==> src/rtl/oaht_ram.sv <==
module oaht_ram #(
   parameter int WIDTH = 8,
   parameter int DEPTH = 16
) (
   input  logic                     clock,
   input  logic                     wr_en,
   input  logic [$clog2(DEPTH)-1:0] wr_addr,
   input  logic [WIDTH-1:0]         wr_data,
   input  logic [$clog2(DEPTH)-1:0] rd_addr,
   output logic [WIDTH-1:0]         rd_data
);

   logic [WIDTH-1:0] mem_ff [DEPTH];
   logic [WIDTH-1:0] rd_data_ff;

   // One write port, one registered read port
   always_ff @(posedge clock) begin
      if (wr_en) begin
         mem_ff[wr_addr] <= wr_data;
      end
      rd_data_ff <= mem_ff[rd_addr];
   end

   assign rd_data = rd_data_ff;

endmodule

==> config.mk <==
export PLATFORM = sky130hd
export DESIGN_NAME = oaht_ram
export DESIGN_NICKNAME = d
export VERILOG_FILES = /design/src/rtl/oaht_ram.sv
export SDC_FILE = /design/constraint.sdc
export NUM_CORES = 1
export LEC_CHECK = 0
export CORE_UTILIZATION = 50
export CTS_CLUSTER_SIZE = 40
export DETAILED_ROUTE_END_ITERATION = 7
export DONT_BUFFER_PORTS = 1
export HOLD_SLACK_MARGIN = 0.1
export PLACE_DENSITY_LB_ADDON = 0.05
export SYNTH_ARGS = -nofsm -noshare
export SYNTH_HDL_FRONTEND = slang
export SYNTH_SLANG_ARGS = --single-unit
==> constraint.sdc <==
create_clock -name clock -period 5.45 [get_ports clock]
set_clock_uncertainty 0.2 [all_clocks]
set_input_delay 1.635 -clock clock [delete_from_list [all_inputs] [get_ports clock]]
set_output_delay 1.635 -clock clock [all_outputs]
set_load 0.02 [all_outputs]
Word level (Yosys, flattened, before mapping)

Memory sizes are Yosys's and may differ from the RTL's. A register that Yosys moved wholly into a read port is not among the register bits.
Cells that the tools add are included.
W data, S select, Z words.

Bits of input ports: 18
Word-level logic and storage cells: 3
Memories: 1
RAM bits: 128
Output and inout bits: 8
Register bits: 0

Memories:

| memory | depth | bits a word | rd ports | clocked after memory_dff | wr ports | RTL line | RTL |
|---|---|---|---|---|---|---|---|
| mem_ff | 16    | 8           | 1        | 1                        | 1        | 13       | `logic [WIDTH-1:0] mem_ff [DEPTH];` |

Muxes and demuxes: 2

Operator list:

| kind    | number |
|---|---|
| $mux W1 | 2 |

Longest topological paths before layout

Gate-level depths: netlist (run 1).

Depth in word-level cells: 2
Gate-level depth with buffers: 5
Gate-level depth less buffers: 3

Worst setup path after synthesis (run 1)

No wires, ideal clock.

Kind: input to register
Start point: in wr_addr[2]
End point: mem mem_ff[0][0], enable pin
Arrival: 2.745 ns
Setup time: 0.383 ns
Path slack: 2.122 ns
Stages: 2
Data required time: 4.867 ns
Path buffers: 0
Cells stage by stage: or3b_2 > nor3_1

RTL lines:

| what               | RTL line | RTL |
|---|---|---|
| start: declaration | 7        | `input logic [$clog2(DEPTH)-1:0] wr_addr,` |
| end: declaration   | 13       |  |

Straight into the memory's write port.

Final worst setup path (run 1)

Start point: in wr_addr[2]
End point: mem mem_ff[0][4], enable pin

Straight into the memory's write port.

==> implementation parameters, run 1 <==
Parameter                              Value

Status
  Run status ... complete, no violations

Critical path
  Chain of cells forming the critical path ... or3b_2, nor3_1
  Highest fanout seen on the critical path ... 8
  Origin of the critical flop-to-flop path ... mem_ff[2][3]
  CP required ... 5.36 ns
  Critical path data arrival time ... about 3 ns
  WS Path Type ... input pin to flip-flop
  Kind of end point of the critical path ... flip-flop
  Cell at the slowest stage of the critical path ... sky130_fd_sc_hd__nor3_1
  Max stage delay on crit path ... 0.85 ns
  Launching element of the worst setup path ... wr_addr[2]
  Kind of cell adding the most delay to the critical path ... simple AND/OR/NAND/NOR gates
  Number of buffer and inverter stages on the critical path ... 0
  Crit path launch type ... input pin

Die
  Std-Cell Rows ... 36
  Full die area ... 0.01071 mm^2
  Die Height ... 103.5 um
  Die boundary width ... 103.5 um
  Initial core utilization ... 52.18%
  Total I/O pin count ... 26
  Area of the core region ... 0.009864 mm^2

Yosys
  Synth Cell Area ... about 0.0051 mm^2
  Number of different library cells in the post-synthesis netlist ... 19
  Share of synthesized area occupied by flip-flops and latches ... between 70% and 80%
  Synth Warn # ... 0
  Post-synthesis sequential element count ... 136
  Cells after synthesis ... 229
  Syn avg cell area ... 22.48 um^2
  Post-synthesis net count ... 247

Placement
  Placed Cells ... 354
  DP Worst Slack ... 1.832 ns
  I/O Buffers ... 0
  Post-detailed-placement half-perimeter wirelength ... 6.135 mm
  Weighted congestion reported at the end of routability-driven placement ... 0.8563

Pwr
  Leakage power ... approximately 1.9 nW
  Maximum ir drop on the vdd rail ... 174.6 uV
  Cell Pwr Density ... ~410 mW/mm^2
  Total power consumption of the routed design ... 2.404 mW

STA
  Highest attainable clock frequency ... 326.3 MHz
  # setup viols final ... 0
  Setup TNS Final ... 0 ns
  Minimum hold slack ... 0.4769 ns
  Final worst path period share ... 56.24%
  Minimum clock period ... 3.065 ns
  Number of failing hold endpoints at the final stage ... 0
  Worst Setup Slack, final ... 2.385 ns
  Transition time at the pin with the least slew margin ... 1.154 ns
  Final count of pins violating max slew ... 0
  Unrepaired setup endpoints after global routing ... no
  Relative slew slack ... 22.46%

Finish
  Commonest cells after routing, fill and taps aside ... sky130_fd_sc_hd__edfxtp_1 (128), sky130_fd_sc_hd__mux4_2 (18), sky130_fd_sc_hd__a22oi_1 (16), sky130_fd_sc_hd__clkbuf_16 (16), sky130_fd_sc_hd__mux4_1 (14)
  Count of non-filler cells in the finished layout ... ~390
  Commonest non-fill, non-tap cell in the layout ... sky130_fd_sc_hd__edfxtp_1
  Count of antenna diodes in the layout ... 0
  Final-stage net count ... 258
  Footprint of the multi-input gates ... 0.001057 mm^2
  Layout cells sized above 1 ... 20.55%
  Reg area ... 0.004004 mm^2
  Fill cell count ... 685
  Synthesis-to-layout area growth ... 13.71%

Routing
  First-pass iteration count of the detailed router ... 5
  Routed length per placed instance ... 24.73 um
  Total routed wirelength ... 9.544 mm
  Count of antenna-violating nets left after detailed routing ... 0
  Post-route DRC violation count ... 0
  Total number of vias ... ~2.3k
  Iter 0 DRT Violations ... 127
  Number of vias per cell after detailed routing ... a little under 6

Global route
  Largest net degree at the start of global routing ... 33
  Antenna violations before repair ... 0
  Grt ovf ... 0
  Global-route usage over all layers ... 20.12%
  Vias in the first global route ... 2378
  Global-route wire length before repair ... 14.17 mm

Clock network
  TritonCTS clock tree ... done
  Hold buffer count at CTS ... 0
  Clock Latency Late Sink ... around 0.50 ns
  Number of levels the H-tree was split into ... 4
  Total clock sinks ... about 140
  Number of buffers inserted during clock tree synthesis ... 17
  Root Buffer Master ... sky130_fd_sc_hd__clkbuf_8
  Maximum buffer depth of the clock tree ... 2
  Setup fix buffers added after clock tree synthesis ... 0
  CTS clock-pin slew for the worst setup and hold paths ... 0.06 ns
  CTS-repair resized insts ... 0

Min path
  Worst min-delay path startpoint ... mem_ff[14][5]
  Kind of path behind the tightest hold check ... flip-flop to flip-flop

Flow run
  Number of maximum-capacitance violations ... 0
per-stage QoR:
| stage | cell area [um^2] | util [%] |
|---|---|---|
| floorplan | 5147 | - |
| global placement | 5243 | 53.15 |
| detailed placement | 5243 | 53.15 |
| CTS | 5853 | 59.34 |
| global route | 5853 | 59.34 |
| finish | 5853 | 59.34 |
logic make-up after synthesis:
group                  after synthesis  share of synthesized area, %
AND/OR/NAND/NOR                     35                         3.184
multiplexers                        32                         15.02
buffers and inverters               10                         1.677
AO/OA/AOI/OAI                       16                         2.334
flip-flops                         136                         77.78
cell usage after synthesis, drive strengths merged:
| cell | number | area, um^2 |
|---|---|---|
| a22oi | 16 | 120.1 |
| and2 | 1 | 6.260 |
| and2b | 1 | 7.510 |
| buf | 7 | 56.30 |
| clkdlybuf4s25 | 3 | 30.03 |
| dfxtp | 8 | 160.2 |
| edfxtp | 128 | 3844 |
| mux4 | 32 | 773.2 |
| nand2 | 9 | 33.78 |
| nand2b | 2 | 12.51 |
| nand3 | 1 | 5.000 |
| nand3b | 2 | 15.01 |
| nor2 | 13 | 48.80 |
| nor2b | 1 | 6.260 |
| nor3 | 4 | 20.02 |
| or3b | 1 | 8.760 |
layer usage:
| layer | wire (um) | part of all wire, % | vias up | global-route usage [%] |
|---|---|---|---|---|
| met5 | 0 | 0 | - | 0 |
| met4 | 131 | 1.4 | 0 | 6.717 |
| met3 | 738 | 7.7 | 13 | 6.250 |
| met2 | 4704 | 49 | 88 | 32.20 |
| met1 | 3970 | 42 | 1153 | 26.53 |
| li1 | - | - | 998 | - |
area by class of cell:
class	count	share of cell area, %
timing repair buffer	2	0.2565
multi-input combinational	83	18.06
tap	133	2.843
clock inverter	13	3.057
sequential	136	68.41
clock buffer	19	7.375
tightest hold or removal path, cell delays in order (launching register included):
cell                       delay [ns]
sky130_fd_sc_hd__edfxtp_1        0.31
sky130_fd_sc_hd__mux4_2          0.23
sky130_fd_sc_hd__a22oi_1         0.06
sky130_fd_sc_hd__nand2_1         0.05
registers in the layout, summed over array words and instances, names as in the netlist:
| register | flops |
|---|---|
| mem_ff | 128 |
| rd_data | 8 |
where the power goes:
part           internal [mW]  switching (mW)
combinational         0.0332          0.0287
sequential              1.17          0.0157
clock                  0.753           0.403
final timing paths:
path	slack (ns)	cells after the start	endpoint
hold / removal	0.48	3	rd_data[5]
setup reg to reg	3.80	3	rd_data[3]
hold reg to reg	0.48	3	rd_data[5]
setup / recovery	2.39	2	mem_ff[0][4]
No activity file was read; power rests on OpenSTA's default activity.
==> inputs of run 2 (changes only) <==
--- a/config.mk
+++ b/config.mk
@@ -5,6 +5,7 @@
 export SDC_FILE = /design/constraint.sdc
 export NUM_CORES = 1
 export LEC_CHECK = 0
+export ABC_AREA = 1
 export CORE_UTILIZATION = 50
 export CTS_CLUSTER_SIZE = 40
 export DETAILED_ROUTE_END_ITERATION = 7
==> constraint.sdc (replaced) <==
create_clock -name clock -period 3.1 [get_ports clock]
set_clock_uncertainty 0.2 [all_clocks]
set_input_delay 0.93 -clock clock [delete_from_list [all_inputs] [get_ports clock]]
set_output_delay 0.93 -clock clock [all_outputs]
set_load 0.02 [all_outputs]
==> implementation parameters, run 2 <==
Parameter                              Value

Pwr
  Sequential fraction of design power ... between 40 and 50%
  Cell Pwr Density ... 666.8 mW/mm^2
  Leakage power ... 2.752 nW
  Net switching power ... 0.8425 mW
  Switch share ... 19.63%
  Total power consumption of the routed design ... between 4 and 5 mW
  Part of the power in the clock network ... a little under half
  Internal power consumption ... 3.450 mW
  Share of power burned in combinational logic ... 3.7%
  Maximum ir drop on the vdd rail ... 446.7 uV

Finish
  Commonest cells after routing, fill and taps aside ... sky130_fd_sc_hd__nand2_1 (173), sky130_fd_sc_hd__edfxtp_1 (128), sky130_fd_sc_hd__inv_1 (100), sky130_fd_sc_hd__nand3_1 (97)
  Footprint of the multi-input gates ... 0.001214 mm^2
  Final std cell area, no fill ... 0.006437 mm^2
  Largest register FFs ... 128
  Reg area ... 0.004004 mm^2
  Synthesis-to-layout area growth ... 11.63%
  Biggest register ... mem_ff
  Fill cell count ... 944
  Final-stage net count ... 571
  Commonest non-fill, non-tap cell in the layout ... sky130_fd_sc_hd__nand2_1
  Count of antenna diodes in the layout ... 0
  Count of non-filler cells in the finished layout ... roughly 710
  Layout cells sized above 1 ... 6.714%

Yosys
  Synth Warn # ... 0
  Post-synth EDFFs ... 128
  Post-synthesis net count ... 569
  Area fraction of the dominant cell type after synthesis ... between 60% and 70%
  Synth async-reset ratio ... 0%
  Syn avg cell area ... 10.47 um^2
  Share of synthesized area occupied by flip-flops and latches ... ~69%
  Cells after synthesis ... 551
  Number of different library cells in the post-synthesis netlist ... 12
  Most common cell in the netlist ... sky130_fd_sc_hd__nand2_1
  Top FF cell, synth ... sky130_fd_sc_hd__edfxtp_1
  Cell type with the highest aggregate area in the netlist ... sky130_fd_sc_hd__edfxtp_1
  Cells taking the most area after synthesis ... sky130_fd_sc_hd__edfxtp_1 (67%), sky130_fd_sc_hd__nand2_1 (11%), sky130_fd_sc_hd__nand3_1 (8.4%), sky130_fd_sc_hd__inv_1 (6.5%), sky130_fd_sc_hd__dfxtp_1 (2.8%)
  Post-synthesis sequential element count ... 136
  Synth Cell Area ... 0.005767 mm^2
  Post-synth top cells ... sky130_fd_sc_hd__nand2_1 (173), sky130_fd_sc_hd__edfxtp_1 (128), sky130_fd_sc_hd__inv_1 (100)

Critical path
  WS Path Type ... flip-flop to primary output
  CP required ... 1.97 ns
  Setup slack on the worst flop-to-flop path ... ~1.8 ns
  Kind of end point of the critical path ... primary output
  Critical path data arrival time ... 0.87 ns
  Launching element of the worst setup path ... rd_data[1]
  Crit path launch type ... flip-flop
  Highest fanout seen on the critical path ... 1
  Origin of the critical flop-to-flop path ... mem_ff[1][2]

Global route
  Global-route wire length before repair ... between 20 and 25 mm
  Largest net degree at the start of global routing ... 66
  Grt ovf ... 0
  Global-route usage over all layers ... 24.86%
  Vias in the first global route ... 3611
  Antenna violations before repair ... 0

STA
  Relative slew slack ... 47.39%
  Final count of pins violating max slew ... 0
  # setup viols final ... 0
  Transition time at the pin with the least slew margin ... 0.7862 ns
  Number of failing hold endpoints at the final stage ... 0
  Highest attainable clock frequency ... 499.0 MHz
  Minimum hold slack ... 0.4039 ns
  Minimum clock period ... 2.004 ns
  Final worst path period share ... 64.64%
  Unrepaired setup endpoints after global routing ... no
  Setup TNS Final ... 0 ns

Routing
  First-pass iteration count of the detailed router ... 5
  Total number of vias ... about 3.7k
  Top Metal Used ... met4
  Iter 0 DRT Violations ... 218
  Met2 routed WL ... 6.106 mm
  Wl on met1 ... 5.999 mm
  Routed length per placed instance ... 18.86 um
  Total routed wirelength ... 13.32 mm
  Met3 WL ... 928 um
  Post-route DRC violation count ... 0
  Number of vias per cell after detailed routing ... 5.208
  Count of antenna-violating nets left after detailed routing ... 0

Clock network
  Number of buffers inserted during clock tree synthesis ... 17
  TritonCTS clock tree ... done
  Clock Latency Late Sink ... 0.42 ns
  Root Buffer Master ... sky130_fd_sc_hd__clkbuf_16
  Number of levels the H-tree was split into ... 4
  Hold buffer count at CTS ... 0
  Maximum buffer depth of the clock tree ... 2
  CTS-repair resized insts ... 0
  Setup fix buffers added after clock tree synthesis ... 0
  Total clock sinks ... 136
  CTS clock-pin slew for the worst setup and hold paths ... 0.06 ns

Status
  Run status ... complete, no violations

Die
  Full die area ... 0.01197 mm^2
  Die boundary width ... 109.4 um
  Initial core utilization ... 52.28%
  Total I/O pin count ... 26
  Std-Cell Rows ... 38
  Area of the core region ... 0.01103 mm^2
  Die Height ... about 110 um

Min path
  Kind of path behind the tightest hold check ... input pin to flip-flop
  Worst min-delay path startpoint ... wr_data[4]

Placement
  Placed Cells ... 674
  I/O Buffers ... 0
  Post-detailed-placement half-perimeter wirelength ... 8.105 mm
  Weighted congestion reported at the end of routability-driven placement ... between 0.8 and 0.9
  Area after detailed placement ... 0.005828 mm^2

Flow run
  Number of maximum-capacitance violations ... 0
==> run 2: changes by cell type in the layout (fill, tap and decap cells not counted), sizes merged, moves of 3 or more <==
cell / before / now
buf: 2 / 7
inv: 0 / 102
nand2: 9 / 173
nand3: 1 / 97
a22oi: 16 / 0
nor3: 4 / 0
nor2: 13 / 17
clkbuf: 19 / 23
clkinv: 8 / 5
mux4: 32 / 0
==> run 2: cells by family (layout without fill, tap and decap cells) <==
logic type,Yosys count,after routing,share of synthesized area (%)
DFF,136,136,69.43
buffers and inverters,126,141,9.525
and+or+nand+nor,289,289,21.05
==> run 2: power by group through the flow <==
stage | logic, mW | clock network [mW] | registers (mW)
2_1_floorplan | 0.145 | 0 | 2.12
3_3_place_gp | 0.158 | 0 | 2.12
3_5_place_dp | 0.159 | 0 | 2.12
4_1_cts | 0.160 | 2.08 | 2.09
5_1_grt | 0.179 | 2.15 | 2.09
6_report | 0.158 | 2.05 | 2.09
==> run 2: worst paths after layout <==
path / to / cells after the start
worst max register to register: rd_data[2] / 6
worst min-delay path: mem_ff[1][4] / 0
worst min register to register: rd_data[4] / 6
worst max-delay path: rd_data[1] / 0
==> run 2: per-layer routing <==
metal / up-vias / GRT usage (%)
li1: 1773 / -
met1: 1739 / 34.99
met2: 147 / 36.88
met3: 18 / 5.572
met4: 0 / 11.33
met5: - / 0
==> run 2: area by class of cell <==
cell class | instances | area share, %
Multi-Input combinational cell | 289 | 18.85
Timing Repair Buffer | 7 | 0.8163
Clock buffer | 23 | 7.580
Tap cell | 140 | 2.721
Sequential cell | 136 | 62.20
Clock inverter | 9 | 1.885
Inverter | 102 | 5.948
==> run 2: through the flow <==
stage                     utilization (%)  setup WS (ns)
final                               58.36          1.096
after CTS                           58.36          1.065
after global routing                58.36          1.077
after floorplan                         -          1.019
after detailed placement            52.84         0.7254
after global placement              52.84         0.7572
