`config.mk`:
```
export PLATFORM = sky130hd
export DESIGN_NAME = oaht_div
export DESIGN_NICKNAME = d
export VERILOG_FILES = /design/src/rtl/oaht_div.sv
export SDC_FILE = /design/constraint.sdc
export NUM_CORES = 1
export LEC_CHECK = 0
export BUFFER_PORTS_ARGS = -buffer_cell sky130_fd_sc_hd__buf_2
export CORE_MARGIN = 5
export CORE_UTILIZATION = 49
export CTS_CLUSTER_SIZE = 16
export DETAILED_ROUTE_END_ITERATION = 8
export GPL_TIMING_DRIVEN = 0
export PLACE_DENSITY = 0.77
export SYNTH_ARGS = -nofsm -noshare
export SYNTH_HDL_FRONTEND = slang
export SYNTH_SLANG_ARGS = --single-unit
```
`constraint.sdc`:
```
create_clock -name clock -period 6.99 [get_ports clock]
set_clock_uncertainty 0.05 [all_clocks]
set_input_delay 1.398 -clock clock [delete_from_list [all_inputs] [get_ports clock]]
set_output_delay 1.398 -clock clock [all_outputs]
set_load 0.1 [all_outputs]
```
`src/rtl/oaht_div.sv`:
```
module oaht_div #(
   parameter int NUM_W = 31,
   parameter int DEN_W = 11
) (
   input  logic             clock,
   input  logic             reset,
   input  logic             start,
   input  logic [NUM_W-1:0] numer,
   input  logic [DEN_W-1:0] denom,
   output logic             done,
   output logic [DEN_W-1:0] rem
);

   localparam int STEP_W = $clog2(NUM_W + 1);

   logic              busy_ff, busy_in;
   logic              done_ff, done_in;
   logic [STEP_W-1:0] step_ff, step_in;
   logic [NUM_W-1:0]  num_ff, num_in;
   logic [DEN_W-1:0]  den_ff, den_in;
   logic [DEN_W-1:0]  rem_ff, rem_in;

   logic [DEN_W:0]    trial;
   logic [DEN_W:0]    diff;

   // Restoring remainder, one numerator bit per cycle
   always_comb begin
      trial   = {rem_ff, num_ff[NUM_W-1]};
      diff    = trial - {1'b0, den_ff};
      busy_in = busy_ff;
      done_in = 1'b0;
      step_in = step_ff;
      num_in  = num_ff;
      den_in  = den_ff;
      rem_in  = rem_ff;
      if (start) begin
         busy_in = 1'b1;
         step_in = STEP_W'(NUM_W);
         num_in  = numer;
         den_in  = denom;
         rem_in  = '0;
      end else if (busy_ff) begin
         rem_in  = (trial >= {1'b0, den_ff}) ? diff[DEN_W-1:0] : trial[DEN_W-1:0];
         num_in  = num_ff << 1;
         step_in = step_ff - STEP_W'(1);
         if (step_ff == STEP_W'(1)) begin
            busy_in = 1'b0;
            done_in = 1'b1;
         end
      end
   end

   always_ff @(posedge clock) begin
      if (reset) begin
         busy_ff <= 1'b0;
         done_ff <= 1'b0;
         step_ff <= '0;
      end else begin
         busy_ff <= busy_in;
         done_ff <= done_in;
         step_ff <= step_in;
      end
      num_ff <= num_in;
      den_ff <= den_in;
      rem_ff <= rem_in;
   end

   assign done = done_ff;
   assign rem  = rem_ff;

endmodule

```
# Word level (Yosys, flattened, before mapping)
# Cells that the tools add are included.
[classes] add_sub_neg=2 multipliers=0 n_div=0 n_lt_le_gt_ge=1 n_eq_ne=1 shift=0 muxes=9 n_bitwise=1 reduce_logical=2
[op_table] op="2-to-1 mux 31 bit" n=2
[op_table] op="greater-or-equal comparator 12 x 11 -> 1 bit" n=1
[op_table] op="2-to-1 mux 11 bit" n=1
[op_table] op="subtractor 11 bit" n=1
[op_table] op="2-to-1 mux 5 bit" n=2
[op_table] op="== test 5 x 1 -> 1 bit (second input constant)" n=1
[op_table] op="subtractor 5 x 1 -> 5 bit (second input constant)" n=1
[op_table] op="2-to-1 mux 1 bit" n=4
[op_table] op="OR reduction 3 bit" n=1
[op_table] op="nonzero test 2 bit" n=1
[op_table] op="NOT 1 bit" n=1
[word_totals] ff_bits=60 latch_bits=0 ram_bits=0 romBits=0 in_bits=45 output_inout_bits=12 wordCells=22 memories=0

# Longest topological paths before layout
# Gate-level depths: netlist of run 1.
[depth] ltp_word=4 depth_mapped=10 mapped_depth_nobuf=9

# Worst setup path before layout of run 1
# OpenSTA, ideal clock, no wires.
[synth_path] path_kind="register to register" start="reg rem_ff[0] (netlist: rem[0])" end="reg rem_ff[6] (netlist: rem[6])" setup_ps=80 arrival_ps=3097 required_time_ps=6860 setup_slack_ps=3763 stages_incl_launch_ff=10 path_buffers=1 synth_period_minus_slack_ps=3227 cell_sequence="dfxtp_1 > inv_1 > fa_1 > nand2b_2 > o2bb2ai_2 > a211o_1 > and2_4 > buf_6 > or3b_1 > a211oi_2"
[synth_between] elab_chain_cells=2 elab_cells_between_ends=3 classes_between="add/sub: 1; order compare: 1; mux: 1"
[synth_rtl] item="start: declaration" line="21" text="logic [DEN_W-1:0] rem_ff, rem_in;"
[synth_rtl] item="start signal: assignment" line="65" text="rem_ff <= rem_in;"
[synth_rtl] item="subtractor 11 bit / greater-or-equal comparator 12 x 11 -> 1 bit (equally long branches)" line="29, 43"
[synth_rtl] item="2-to-1 mux 11 bit *" line="43" text="rem_in = (trial >= {1'b0, den_ff}) ? diff[DEN_W-1:0] : trial[DEN_W-1:0];"
# Every way passes the cells marked *; elsewhere a longest branch is shown, timed or not.
# A chain may end at the register's enable or synchronous reset.

# Worst setup path after layout of run 1
[layout_path] start="in start" end="reg num_ff[26] (enable)"
[layout_between] elab_chain_cells=1
[layout_rtl] item="start: declaration" line="7" text="input logic start,"
[layout_rtl] item="nonzero test 2 bit (no source line)"
[layout_rtl] item="end signal: assignment" line="63" text="num_ff <= num_in;"
[layout_rtl] item="end: declaration" line="19" text="logic [NUM_W-1:0] num_ff, num_in;"
# No other way between the ends.

==> metrics, run 1 <==
fmax 304.7 MHz; post-route ant nets 0; clk sink count 60; Period Utilization, post-route 46.95%; register area 1622 µm²; post-synthesis register bit count 60; Worst Path Max Fanout 31; Core ar. 5921 µm²; via count 2133; Congestion Overflow GR 0; H-Tree Depth 3; combinational share of power 14.3%; Vias/cell 5.359; chip width 87.96 µm; sequential share of the synthesized area 54.45%; count of final setup violators 0; cts repair resizes 0; # DRC 0; Routed WL 5875 µm; slowest CP cell inv_1; path type of the worst setup path primary input to register; Worst slew margin 21.65%; Worst setup EP type register; clk buf depth 2; CP delay by family, top buffers and inverters; crit-path cells buf_2, clkbuf_1, nor2_1, inv_1; n_diodes 0; crit path DAT 3.12 ns; WP buf/inv 3; Cell Int Power 670.7 µW; Sw Share 25.75%; area of the multi-input gates 1255 µm²; Core Rows 28; Primary FF master, synth edfxtp_1; Total GRT Usage 16.81%; Synth warnings 0; initial antenna violation count 0; Final Core Density 60.25%; Slew @ Worst Pin 1.174 ns; post-synthesis instance total 251; first-pass GRT wire length 9867 µm; maximum vdd drop 0.0001565 V; DP Area 3352 µm²; Avg Synthesized Cell Area 11.86 µm²; worst endpoint required time 6.83 ns; max incr delay on CP 0.74 ns; max-cap violation count 0; area grow syn2layout 19.79%; synthesized area 2978 µm²; # IOs 57; postcts setup bufs 0; Detailed Routing Iterations Pass 1 4; Final nets 377; CTS hold repair buffers 0; switching power 232.7 µW; Design Area, Final 3567 µm²; Initial Utilization 50.30%; Seq pwr share 47.3%; R2R setup slack 4.22 ns; Hold Path Class register to register; layout cells sized above 1 34.06%; HPWL Detailed 4219 µm; Final Hold Violating Endpoints 0; routed wire length per instance 14.76 µm; Post-synth EDFFs 42; clock share of power 38.4%; Worst setup SP type primary input; height of the die 87.96 µm; Worst-Skew Late Latency 0.34 ns; cell area power density 253.2 nW/µm²; GPL Wtd Cong 0.9308; CTS tree built; Setup TNS 0 ns; largest net degree at the start of global routing 32; Worst-path clk slew 0.08 ns; vias in the first global route 2101; Root Driver clkbuf_8; outcome completed; max-slew violations 0; Syn Nets 310; Pleak 1.516 nW; fin crit period 3.281 ns; die area 7736 µm²; RSZ-0062 raised after global routing false; FFs w/ async S/R, synth 0%; IO Port Bufs 56; Fill cells 489; TritonCTS buffer count 9; unique cell type count in the Yosys netlist 46; DR iter-0 viols 94
[metrics by stage]
step           setup WS [ns]  power, mW  hold slack, ns  std cells
2_1_floorplan          3.763     0.5277          0.4736        251
3_3_place_gp           3.373     0.5598          0.4361        382
3_5_place_dp           3.297     0.5643          0.4418        382
4_1_cts                3.671     0.9114          0.4518        398
5_1_grt                3.539     0.9463          0.4901        398
6_report               3.709     0.9034          0.4467        398
[synthesized netlist by cell type, drive strengths merged, types with 2 or more instances]
cell,count,area [µm²]
a211oi,3,27.52
a21o,2,15.01
a21oi,15,75.07
a22o,3,26.28
and2,2,15.02
buf,5,26.27
clkbuf,2,7.510
dfxtp,18,360.4
edfxtp,42,1261
ha,13,162.7
inv,18,67.56
mux2,32,360.4
nand2,12,45.04
nand2b,3,21.27
nand4,2,12.51
nor2,25,93.84
nor2b,2,12.51
nor3,6,35.03
o21a,4,30.03
o21ai,14,70.07
or3,2,12.51
xnor2,4,35.03
xor2,4,35.03
[power groups by stage]
stage | logic (mW) | registers [mW] | clock network [mW]
6_report | 0.129 | 0.428 | 0.347
5_1_grt | 0.142 | 0.431 | 0.373
4_1_cts | 0.129 | 0.428 | 0.354
3_5_place_dp | 0.129 | 0.436 | 0
3_3_place_gp | 0.125 | 0.435 | 0
2_1_floorplan | 0.0789 | 0.449 | 0
[state kept, by name, indices dropped and copies added, names as in the netlist]
name,flops
den_ff,11
done,1
step_ff,5
busy_ff,1
rem,11
num_ff,31
[per-layer routing]
layer	global-route usage (%)	vias to the layer above	routed length (µm)
met1	21.51	1005	2539
met3	7.338	11	504
li1	-	1052	-
met2	25.21	65	2730
met4	6.416	0	101
met5	0	-	0
[layout make-up]
class	count	share of cell area, %
timing repair buffer	56	7.857
buffer	7	0.9470
inverter	18	1.894
clock inverter	6	2.455
sequential	60	45.46
multi-input combinational	166	35.18
clock buffer	10	3.578
tap	75	2.631
[worst min-delay path, stage by stage, from the launching register on]
cell     delay [ns]
dfxtp_1        0.33
nand2_1        0.06
o21ai_0        0.06
[cell usage in the layout (no fill, tap or decap), types with 3 or more instances in the layout]
cell and count:
nor3_1 5, nor2_1 25, xnor2_1 4, buf_1 4, clkbuf_1 3, a22o_1 3
nand2_1 12, o21a_1 4, dfxtp_1 18, o21ai_0 14, xor2_1 4, ha_1 13
a21oi_1 15, clkbuf_8 9, mux2_2 32, inv_1 18, buf_2 56, edfxtp_1 42
[logic make-up (layout without fill, tap and decap cells)]
group / Yosys count / count (layout) / synth area share [%]
flip-flops: 60 / 60 / 54.45
AND/OR/NAND/NOR: 60 / 60 / 9.832
AO/OA/AOI/OAI: 51 / 51 / 11.39
multiplexers: 33 / 33 / 12.44
buffers and inverters: 25 / 97 / 3.403
adder cells (fa/ha/maj): 14 / 14 / 6.135
XOR/XNOR: 8 / 8 / 2.353
[final timing paths]
check | from | to | depth (start not counted)
worst max-delay path | start | num_ff[26] | 4
worst min-delay path | rem[7] | rem[7] | 2
worst max register to register | num_ff[30] | rem[6] | 10
worst min register to register | rem[7] | rem[7] | 2
Power figures use the tool's default switching activity.
==> inputs of run 2 (changes only) <==
ABC_AREA = 1   (was unset)
PLACE_DENSITY = 0.76   (was 0.77)
clock period = 3.2 ns   (was 6.99 ns; I/O delays follow)
==> run 2 against run 1 <==
  * Non-clock buffer count up 7
  * Via count up 29%
  * Highest routed layer unchanged
  * First-iteration DRC count up 83%
  * Global-route usage up 1.3 points
  * Critical path type unchanged
  * Combinational power up 95%
==> metrics, run 2 <==
count leader, synth nand2_1; DP Cell Count 536 (+40%); cts repair resizes 0 (unchanged); Worst-Skew Late Latency 0.34 ns (about the same); via count 2762 (+29%); chip width 91.69 µm (+4.2%); Slew @ Worst Pin 0.6986 ns (-0.4754 ns); Synth area leader edfxtp_1; outcome completed; count of final setup violators 0 (unchanged); max-slew violations 0 (unchanged); Setup TNS 0 ns (unchanged); Seq pwr share 49.5% (+2.2 points); Final Hold Violating Endpoints 0 (unchanged); die area 8406 µm² (+8.7%); CP delay by family, top buffers and inverters; final hold slack 0.4140 ns (-0.03271 ns); Worst setup SP type primary input; switching power 510.2 µW (+120%); fmax 374.5 MHz; clk buf depth 2 (unchanged); post-synthesis instance total 403 (+61%); GR Util met2 28.36% (+3.2 points); max incr delay on CP 0.75 ns (about the same); postcts setup bufs 0 (unchanged); R2R setup slack 0.90 ns (-3.32 ns); layout cells sized above 1 21.01% (-13 points); r2r endpoint num_ff[8]; unique cell type count in the Yosys netlist 30 (-35%); # IOs 57 (unchanged); crit path DAT 2.72 ns (-0.40 ns); Total GRT Usage 18.15% (+1.3 points); Core ar. 6422 µm² (+8.5%); path type of the worst setup path primary input to register; H-Tree Depth 3 (unchanged); slowest CP cell clkinv_1; Worst setup EP type register; Syn Nets 462 (+49%); Pleak 2.025 nW (+34%); Area contributors post-synth edfxtp_1 39%, nand2_1 19%, dfxtp_1 11%; Primary FF master, synth edfxtp_1; M1 GR Usage 23.52% (+2.0 points); Initial Utilization 50.91% (+0.61 points); Final Core Density 60.32% (+0.066 points); Avg Synthesized Cell Area 8.113 µm² (-32%); R2R Path Start busy_ff; area of the multi-input gates 1319 µm² (+5.1%); commonest non-fill, non-tap cells in the layout 164 x nand2_1, 62 x inv_1, 58 x buf_2, 42 x edfxtp_1, 21 x nand3_1; Congestion Overflow GR 0 (unchanged); Most Used Layer, Global Route met2; fin crit period 2.670 ns; crit-path cells buf_2, buf_2, nor2_1, clkinv_1, buf_16; hold path endpoint den_ff[4]; commonest non-fill, non-tap cell in the layout nand2_1; register area 1622 µm² (unchanged); n_diodes 0 (unchanged); Root Driver clkbuf_8; top cell type's share of synthesized area 38.58% (-3.8 points); Tot Pwr 1.868 mW (+110%); M3 GR Usage 4.583% (-2.8 points); post-route ant nets 0 (unchanged); Core Rows 29 (+3.6%); combinational share of power 13.4% (-0.9 points); Post-synth EDFFs 42 (unchanged); DR iter-0 viols 172 (+83%); maximum vdd drop 0.0003801 V (+140%); RSZ-0062 raised after global routing false; crit path from start; Vias/cell 4.995 (-6.8%); CTS tree built; WP depth 5 (+1); max-cap violation count 0 (unchanged); area grow syn2layout 18.48%; CTS hold repair buffers 0 (unchanged); Routed WL 7047 µm (+20%); worst endpoint required time 3.25 ns (-3.58 ns); Cell Int Power 1.358 mW (+100%); Worst Path Max Fanout 21 (-32%); max reg flops 31 (unchanged); CP most frequent cell buf_2; first-pass GRT wire length 12210 µm (+24%); initial antenna violation count 0 (unchanged); cell area power density 482.2 nW/µm² (+90%); Final Non-Filler Cells 553 (+39%); Top reg by flops num_ff; Worst-path clk slew 0.07 ns (about the same); # DRC 0 (unchanged); worst reg2reg path depth 3 (-7); clock share of power 37.0% (-1.4 points); routed wire length per instance 12.74 µm (-14%); Period Utilization, post-route 83.45%; Worst slew margin 53.14% (+31 points); sequential share of the synthesized area 49.60% (-4.9 points); height of the die 91.69 µm (+4.2%); WP buf/inv 4 (+1); HPWL Detailed 5295 µm (+25%); Hold Path Class primary input to register; Synth top cells by count 164 x nand2_1, 63 x inv_1, 42 x edfxtp_1; Fill cells 573 (+17%); hold depth 1 (-1); largest net degree at the start of global routing 38 (+19%); TritonCTS buffer count 9 (unchanged); post-synthesis register bit count 60 (unchanged); IO Port Bufs 56 (unchanged); clk sink count 60 (unchanged); Final nets 530 (+41%); GPL Wtd Cong 0.9472 (+1.8%); Synth warnings 0 (unchanged); Hold Startpoint denom[4]; synthesized area 3269 µm² (+9.8%); FFs w/ async S/R, synth 0% (unchanged); Detailed Routing Iterations Pass 1 4 (unchanged); Sw Share 27.31% (+1.6 points); vias in the first global route 2652 (+26%)
run 2: changes by cell type in the layout (fill, tap and decap cells not counted), sizes merged, moves of 6 or more:
| cell | delta |
|---|---|
| nand2 | +159 |
| inv | +46 |
| mux2 | -32 |
| nand3 | +28 |
| nand4 | +13 |
| nor2 | -11 |
| a21oi | -10 |
| o21ai | -7 |
| nor3 | -6 |
run 2: worst max-delay path by stage:
stage,end
after CTS,num_ff[17]
after detailed placement,num_ff[21]
final,num_ff[8]
after floorplan,rem[2]
after global placement,num_ff[4]
after global routing,rem[0]
run 2: final cells by class:
type / instances / share of cell area (%)
buffer: 13 / 2.196
clock buffer: 9 / 3.198
tap: 77 / 2.487
multi-input combinational: 265 / 34.04
sequential: 60 / 41.86
clock inverter: 7 / 1.970
timing repair buffer: 57 / 7.946
inverter: 65 / 6.298
run 2: cell families after synthesis:
family | Yosys count | synth area share (%)
and+or+nand+nor | 231 | 30.77
buffers and inverters | 78 | 10.07
DFF | 60 | 49.60
AOI/OAI and AO/OA | 17 | 3.176
adders and majority gates | 14 | 5.588
xor gates and xnor gates | 3 | 0.8038
run 2: stage by stage:
| step | setup WS, ns | instance area (µm²) |
|---|---|---|
| 2_1_floorplan | 0.5848 | 3269 |
| 3_5_place_dp | 0.2547 | 3646 |
| 5_1_grt | 0.3285 | 3874 |
| 6_report | 0.5297 | 3874 |
| 3_3_place_gp | 0.3003 | 3646 |
| 4_1_cts | 0.6237 | 3846 |
run 2: power groups by stage:
stage                     sequential [mW]  clock, mW  combinational (mW)
final                               0.925      0.692               0.251
after global routing                0.931      0.743               0.286
after CTS                           0.927      0.700               0.246
after detailed placement            0.943          0               0.245
after global placement              0.941          0               0.235
after floorplan                     0.953          0               0.154
run 2: layer usage:
layer	routed length (µm)	share of wire (%)	up-vias
li1	-	-	1427
met1	3165	45	1216
met2	3199	45	103
met3	498	7.1	16
met4	183	2.6	0
met5	0	0	-
